==> src/hdl/isrt_pkg.sv <==
`timescale 1ns / 1ps
`default_nettype none

package isrt_pkg;

    // width of one stored value
    localparam int DATA_W = 32;

    // commands from the controller to the datapath
    typedef struct packed {
        logic load;       // capture the accepted item, start position at fill count
        logic drop;       // store full: flag the dropped value
        logic read_prev;  // read the entry just below the insert position
        logic shift;      // move the read entry up one place
        logic place;      // write the new value at the insert position
        logic k_clr;      // restart the output index
        logic read_k;     // read the entry at the output index
        logic load_out;   // capture read data into the output register
        logic k_inc;      // step the output index
        logic clear;      // empty the store after the run
    } isrt_cmd_t;

    // status from the datapath to the controller
    typedef struct packed {
        logic full;       // store holds the maximum number of values
        logic pos_zero;   // insert position is the bottom of the store
        logic greater;    // read entry is greater than the new value
        logic end_flag;   // accepted item closes the set
        logic last_out;   // output index points at the top entry
    } isrt_status_t;

endpackage

`default_nettype wire

==> src/hdl/isrt_ctrl.sv <==
`timescale 1ns / 1ps
`default_nettype none

module isrt_ctrl (
    input  wire logic                  clk,
    input  wire logic                  rst_n,
    input  wire logic                  s_tvalid,
    output logic                       s_tready,
    output logic                       m_tvalid,
    input  wire logic                  m_tready,
    input  wire isrt_pkg::isrt_status_t status,
    output isrt_pkg::isrt_cmd_t        cmd
);
    import isrt_pkg::*;

    localparam logic [2:0] S_IDLE  = 3'd0;
    localparam logic [2:0] S_START = 3'd1;
    localparam logic [2:0] S_CMP   = 3'd2;
    localparam logic [2:0] S_DONE  = 3'd3;
    localparam logic [2:0] S_RD    = 3'd4;
    localparam logic [2:0] S_LOAD  = 3'd5;
    localparam logic [2:0] S_OUT   = 3'd6;

    logic [2:0] state_reg;
    logic [2:0] state_next;

    // state register
    always_ff @(posedge clk or negedge rst_n)
    begin
        if (!rst_n)
        begin
            state_reg <= S_IDLE;
        end
        else
        begin
            state_reg <= state_next;
        end
    end

    assign s_tready = (state_reg == S_IDLE);
    assign m_tvalid = (state_reg == S_OUT);

    // next state and command decode
    always_comb
    begin
        state_next = state_reg;
        cmd        = '0;
        unique case (state_reg)
            S_IDLE:
            begin
                if (s_tvalid)
                begin
                    cmd.load   = 1'b1;
                    state_next = S_START;
                end
            end
            S_START:
            begin
                if (status.full)
                begin
                    cmd.drop   = 1'b1;
                    state_next = S_DONE;
                end
                else if (status.pos_zero)
                begin
                    cmd.place  = 1'b1;
                    state_next = S_DONE;
                end
                else
                begin
                    cmd.read_prev = 1'b1;
                    state_next    = S_CMP;
                end
            end
            S_CMP:
            begin
                if (status.greater)
                begin
                    cmd.shift  = 1'b1;
                    state_next = S_START;
                end
                else
                begin
                    cmd.place  = 1'b1;
                    state_next = S_DONE;
                end
            end
            S_DONE:
            begin
                if (status.end_flag)
                begin
                    cmd.k_clr  = 1'b1;
                    state_next = S_RD;
                end
                else
                begin
                    state_next = S_IDLE;
                end
            end
            S_RD:
            begin
                cmd.read_k = 1'b1;
                state_next = S_LOAD;
            end
            S_LOAD:
            begin
                cmd.load_out = 1'b1;
                state_next   = S_OUT;
            end
            S_OUT:
            begin
                if (m_tready)
                begin
                    if (status.last_out)
                    begin
                        cmd.clear  = 1'b1;
                        state_next = S_IDLE;
                    end
                    else
                    begin
                        cmd.k_inc  = 1'b1;
                        state_next = S_RD;
                    end
                end
            end
            default:
            begin
                state_next = S_IDLE;
            end
        endcase
    end

endmodule

`default_nettype wire

==> src/hdl/isrt_datapath.sv <==
`timescale 1ns / 1ps
`default_nettype none

module isrt_datapath #(
    parameter int MAX_LEN = 64
) (
    input  wire logic                          clk,
    input  wire logic                          rst_n,
    input  wire logic signed [isrt_pkg::DATA_W-1:0] in_value,
    input  wire logic                          in_end,
    input  wire isrt_pkg::isrt_cmd_t           cmd,
    output isrt_pkg::isrt_status_t             status,
    output logic signed [isrt_pkg::DATA_W-1:0] out_value,
    output logic                               out_last,
    output logic                               out_ovf
);
    import isrt_pkg::*;

    localparam int AW = (MAX_LEN > 1) ? $clog2(MAX_LEN) : 1;
    localparam int CW = $clog2(MAX_LEN + 1);
    localparam logic [CW-1:0] FULL_CNT = CW'(MAX_LEN);

    logic signed [DATA_W-1:0] mem [MAX_LEN];

    logic [CW-1:0]            fill_reg;
    logic                     dropped_reg;
    logic [AW-1:0]            pos_reg;
    logic [AW-1:0]            k_reg;
    logic signed [DATA_W-1:0] val_reg;
    logic                     end_reg;
    logic signed [DATA_W-1:0] rdata_reg;
    logic signed [DATA_W-1:0] out_value_reg;
    logic                     out_last_reg;
    logic                     out_ovf_reg;

    logic [AW-1:0]            raddr;
    logic                     wen;
    logic signed [DATA_W-1:0] wdata;

    // memory ports
    assign raddr = cmd.read_k ? k_reg : (pos_reg - 1'b1);
    assign wen   = cmd.shift | cmd.place;
    assign wdata = cmd.shift ? rdata_reg : val_reg;

    always_ff @(posedge clk)
    begin
        if (wen)
        begin
            mem[pos_reg] <= wdata;
        end
        if (cmd.read_prev | cmd.read_k)
        begin
            rdata_reg <= mem[raddr];
        end
    end

    // control counters and flags
    always_ff @(posedge clk or negedge rst_n)
    begin
        if (!rst_n)
        begin
            fill_reg    <= '0;
            dropped_reg <= 1'b0;
            pos_reg     <= '0;
            k_reg       <= '0;
            end_reg     <= 1'b0;
        end
        else
        begin
            if (cmd.load)
            begin
                pos_reg <= fill_reg[AW-1:0];
                end_reg <= in_end;
            end
            else if (cmd.shift)
            begin
                pos_reg <= pos_reg - 1'b1;
            end
            if (cmd.drop)
            begin
                dropped_reg <= 1'b1;
            end
            if (cmd.clear)
            begin
                fill_reg    <= '0;
                dropped_reg <= 1'b0;
            end
            else if (cmd.place)
            begin
                fill_reg <= fill_reg + 1'b1;
            end
            if (cmd.k_clr)
            begin
                k_reg <= '0;
            end
            else if (cmd.k_inc)
            begin
                k_reg <= k_reg + 1'b1;
            end
        end
    end

    // item value and output register
    always_ff @(posedge clk)
    begin
        if (cmd.load)
        begin
            val_reg <= in_value;
        end
        if (cmd.load_out)
        begin
            out_value_reg <= rdata_reg;
            out_last_reg  <= status.last_out;
            out_ovf_reg   <= dropped_reg;
        end
    end

    // status back to the controller
    always_comb
    begin
        status.full     = (fill_reg == FULL_CNT);
        status.pos_zero = (pos_reg == '0);
        status.greater  = (rdata_reg > val_reg);
        status.end_flag = end_reg;
        status.last_out = ((CW'(k_reg) + 1'b1) == fill_reg);
    end

    assign out_value = out_value_reg;
    assign out_last  = out_last_reg;
    assign out_ovf   = out_ovf_reg;

endmodule

`default_nettype wire

==> src/hdl/insertion_sorter_top.sv <==
// input side: an accepted item keeps the input closed through START, then a CMP and a shift back to
// START for each stored value greater than it, then the place and DONE; at the bottom or dropped it skips CMP
// one item at a time; each shift step reads the store memory in START and writes it in CMP,
// the memory having a single registered read port
// a closing item then gives its results in order, each through RD, LOAD and OUT; OUT waits for ready
// reset: rst_n clears the fill count, drop flag and controller; store contents are not cleared
`timescale 1ns / 1ps
`default_nettype none

module insertion_sorter_top #(
    parameter int MAX_LEN = 64
) (
    input  wire logic        clk,
    input  wire logic        rst_n,
    input  wire logic        s_tvalid,
    output logic             s_tready,
    input  wire logic [31:0] s_tdata,   // [31:0] value
    input  wire logic        s_tlast,   // end_of_set
    output logic             m_tvalid,
    input  wire logic        m_tready,
    output logic [31:0]      m_tdata,   // [31:0] sorted_value
    output logic             m_tlast,   // last_of_run
    output logic [0:0]       m_tuser    // [0] overflow
);
    import isrt_pkg::*;

    isrt_cmd_t                cmd;
    isrt_status_t             status;
    logic signed [DATA_W-1:0] out_value;
    logic                     out_last;
    logic                     out_ovf;

    // sequencer
    isrt_ctrl u_ctrl (
        .clk      (clk),
        .rst_n    (rst_n),
        .s_tvalid (s_tvalid),
        .s_tready (s_tready),
        .m_tvalid (m_tvalid),
        .m_tready (m_tready),
        .status   (status),
        .cmd      (cmd)
    );

    // store, counters and output register
    isrt_datapath #(
        .MAX_LEN (MAX_LEN)
    ) u_datapath (
        .clk       (clk),
        .rst_n     (rst_n),
        .in_value  ($signed(s_tdata)),
        .in_end    (s_tlast),
        .cmd       (cmd),
        .status    (status),
        .out_value (out_value),
        .out_last  (out_last),
        .out_ovf   (out_ovf)
    );

    assign m_tdata    = out_value;
    assign m_tlast    = out_last;
    assign m_tuser[0] = out_ovf;

    // input and output sides are never open together
    a_no_overlap: assert property (@(posedge clk) disable iff (!rst_n)
        !(s_tready && m_tvalid))
        else $error("input ready while a result is pending");

    // an accepted item closes the input side for the insert walk
    a_busy_after_accept: assert property (@(posedge clk) disable iff (!rst_n)
        (s_tvalid && s_tready) |=> !s_tready)
        else $error("input ready straight after accepting an item");

    // the final result of a run returns the block to idle
    a_idle_after_run: assert property (@(posedge clk) disable iff (!rst_n)
        (m_tvalid && m_tready && m_tlast) |=> (s_tready && !m_tvalid))
        else $error("block not idle after last result");

    // a result that is not last is followed by a gap before the next one
    a_gap_between: assert property (@(posedge clk) disable iff (!rst_n)
        (m_tvalid && m_tready && !m_tlast) |=> (!m_tvalid && !s_tready))
        else $error("run broken off before its last result");

endmodule

`default_nettype wire

==> config.mk <==
export PLATFORM = sky130hd
export DESIGN_NAME = insertion_sorter_top
export DESIGN_NICKNAME = d
export VERILOG_FILES = /design/src/hdl/isrt_pkg.sv /design/src/hdl/isrt_ctrl.sv /design/src/hdl/isrt_datapath.sv /design/src/hdl/insertion_sorter_top.sv
export SDC_FILE = /design/constraint.sdc
export NUM_CORES = 2
export LEC_CHECK = 0
export ABC_AREA = 1
export ABC_CLOCK_PERIOD_IN_PS = 16500
export CORE_ASPECT_RATIO = 1.1
export CORE_MARGIN = 3
export CORE_UTILIZATION = 37
export DETAILED_ROUTE_END_ITERATION = 10
export DONT_BUFFER_PORTS = 1
export GPL_ROUTABILITY_DRIVEN = 0
export PLACE_DENSITY = 0.5
export SLEW_MARGIN = 20
export SYNTH_ARGS = -nofsm -noshare
export SYNTH_HDL_FRONTEND = slang
export SYNTH_SLANG_ARGS = --single-unit
==> constraint.sdc <==
create_clock -name clk -period 16.5 [get_ports clk]
set_input_delay 3.3 -clock clk [delete_from_list [all_inputs] [get_ports clk]]
set_output_delay 3.3 -clock clk [all_outputs]
set_load 0.01 [all_outputs]
==> flow_summary.yaml <==
outcome:
  status: "completed"
final_layout:
  drive_gt1_share_pct: 9.96
  regMostFlops: "u_datapath.mem"
  finish.instance_area_um2: 102000
  fin_nets: 7733
  largest_reg_flops: 2048
  syn_to_final_growth_pct: 12.4
  layout_commonest_cell: "nand2_1"
  final_cell_mix: "nand2_1, edfxtp_1, nand3_1"
  fill_cells: 22600
floorplanning:
  start_util_pct: 37.4
  die_area_um2: 251000
  rows: 189
  coreArea_um2: 242000
  die_w_um: 478
  io_pins: 73
  die_h_um: 525
detailed_routing:
  wl_per_cell_um: 25.0
  drtIter0Drc: 6108
  viasPerCell: 5.27
  drt_pass1_iterations: 7
  final_antenna_net_count: 0
  vias: 58500
  drc_errors: 0
  wirelength_um: 278000
logic_synthesis:
  seq_area_frac_synth_pct: 71.9
  syn_area_um2: 90500
  synth-edff-count: 2146
  synth-main-ff-cell: "edfxtp_1"
  async_flop_share_pct: 1.11
  ys_warn_count: 0
  synth_top_area_share_pct: 71.2
  synth.area.top_cells: "edfxtp_1, nand2_1, nand3_1, a21o_1, o211ai_1"
  netlist_instances: 7720
  synth_cell_types: 34
  synthesis.nets: 7793
  syn_area_per_cell_um2: 11.7
  synth_seq_cells: 2170
  synth_largest_area_cell: "edfxtp_1"
power:
  power_density_nw_per_um2: 215
  ir_worst_vdd_v: 0.000339
  leakagePower_nw: 37.2
worst_setup_path:
  cp_slowest_cell: "buf_4"
  timing_worst_setup_path_type: "register to register"
  r2r_cells: 14
  path_delay_family: "buffers and inverters"
  arrival_ps: 6620
  path_depth: 14
  r2r-end: "u_datapath.rdata_reg[22]"
  start_kind: "register"
  cp-end-kind: "register"
  critPathBufInv: 5
  cp_max_fo: 86
  path_cells: "inv_1 > nand3_2 > o21ai_4 > buf_4 > buf_4 > buf_4 > buf_4 > nand2_1 > a21o_1 > nand3_1 > nand3_1 > nand3_1 > nand3_1 > nand2_1"
  reg2reg_from: "u_ctrl.state_reg[1]"
  required_ps: 17210
  slowest_delay_ps: 910
  reg2reg_slack_ps: 10590
global_routing:
  grt_pass1_vias: 56400
  grt_use_total_pct: 21.7
  grt_overflow: 0
  grt_first_pass_wirelength_um: 401000
  antenna_found_initial: 11
  grt_max_degree: 186
sta:
  setup_viol: 0
  grt_setup_unrepaired: "no"
  period_share_pct: 35.8
  min_period_ps: 5910
  maxSlewHeadroom_pct: 26.8
  max_freq_mhz: 169
  worst_clock_skew_ps: 40.4
  worstMarginPinSlew_ps: 1100
  drv_slew: 0
  hold_violations: 0
  finalSetupTns_ps: 0
placement:
  hpwlAfterDp_um: 139000
  io_buffers: 0
  place_area_um2: 94800
cts:
  cts_resized: 0
  cts_buffers: 229
  ctsHoldBuffers: 0
  numClockSinks: 2170
  cts_tree: "done"
  cts_root_buf: "clkbuf_16"
  cts_setup_buffers: 0
  clk_pin_slew_worst_paths_ps: 60
  clk_latency_ps: 870
  clock_tree.buffer_depth: 3
  cts_htree_levels: 4
hold_path:
  whs_path_depth: 0
  min_to: "u_datapath.out_ovf"
  hp-class: "register to register"
  hold_path_startpoint: "u_datapath.dropped_reg"
run:
  maxCapViolCount: 0
-- per-stage QoR --
stage	cells	util, %	power [mW]	setup slack (ps)	hold WS (ps)
floorplan	7720	-	13.4	11090	426
global placement	10700	39.1	17.1	10730	462
detailed placement	10700	39.1	17.2	10730	467
CTS	11100	42.0	22.0	10730	484
global route	11100	42.0	23.1	10170	496
finish	11100	42.0	21.9	10590	480
-- how the worst max path moves through the flow --
stage                               start                        to  slack, ps
finish                u_ctrl.state_reg[1]  u_datapath.rdata_reg[22]      10590
global route          u_ctrl.state_reg[1]  u_datapath.rdata_reg[17]      10170
CTS                   u_ctrl.state_reg[1]  u_datapath.rdata_reg[22]      10730
detailed placement    u_ctrl.state_reg[2]  u_datapath.rdata_reg[17]      10730
global placement      u_ctrl.state_reg[1]  u_datapath.rdata_reg[22]      10730
floorplan           u_datapath.pos_reg[0]     u_datapath.mem[35][0]      11090
-- power by group --
group          switching (mW)  total, mW  internal, mW
logic                    7.36       9.81          2.45
registers               0.192       7.27          7.08
clock network            2.14       4.82          2.68
-- routing by layer --
layer  GRT usage, %  share of wire [%]
met5              0                  0
met4           6.49                2.9
met3           2.87                5.7
met2           36.2                 48
met1           29.6                 43
-- cell type report --
class | count | area, µm² | area share (%)
Clock inverter | 129 | 895 | 0.880
Sequential cell | 2170 | 65000 | 63.9
Inverter | 437 | 1660 | 1.63
Multi-Input combinational cell | 4654 | 22600 | 22.2
Antenna cell | 10 | 25.0 | 0.0246
Tap cell | 3247 | 4060 | 3.99
Timing Repair Buffer | 168 | 1390 | 1.37
Clock buffer | 292 | 6010 | 5.91
-- Yosys cell counts, types with 36 or more instances --
cell         n
o21ai_0    177
clkbuf_1   149
a21o_1     224
ha_1        36
buf_1       60
or2_2      195
nor2_1     376
o211ai_1   222
a21oi_1     50
o21ai_1     36
inv_1      433
nand3_1    991
edfxtp_1  2146
buf_2      232
nand2_1   2287
-- worst register-to-register path, delay by kind of cell, from the launching register on --
kind | cells | cell delay [ps]
AO/OA/AOI/OAI | 2 | 510
flip-flops | 1 | 400
AND/OR/NAND/NOR | 7 | 1470
buffers and inverters | 5 | 3370
-- logic make-up after synthesis --
group,after synthesis,share of synthesized area (%)
xor+xnor,10,0.0968
simple gates,3890,18.2
flops,2170,71.9
fa+ha+maj,36,0.498
buf+inv,896,4.12
mux,1,0.0124
compound gates,717,5.24
Note: power is estimated with default switching activity, not from simulation.
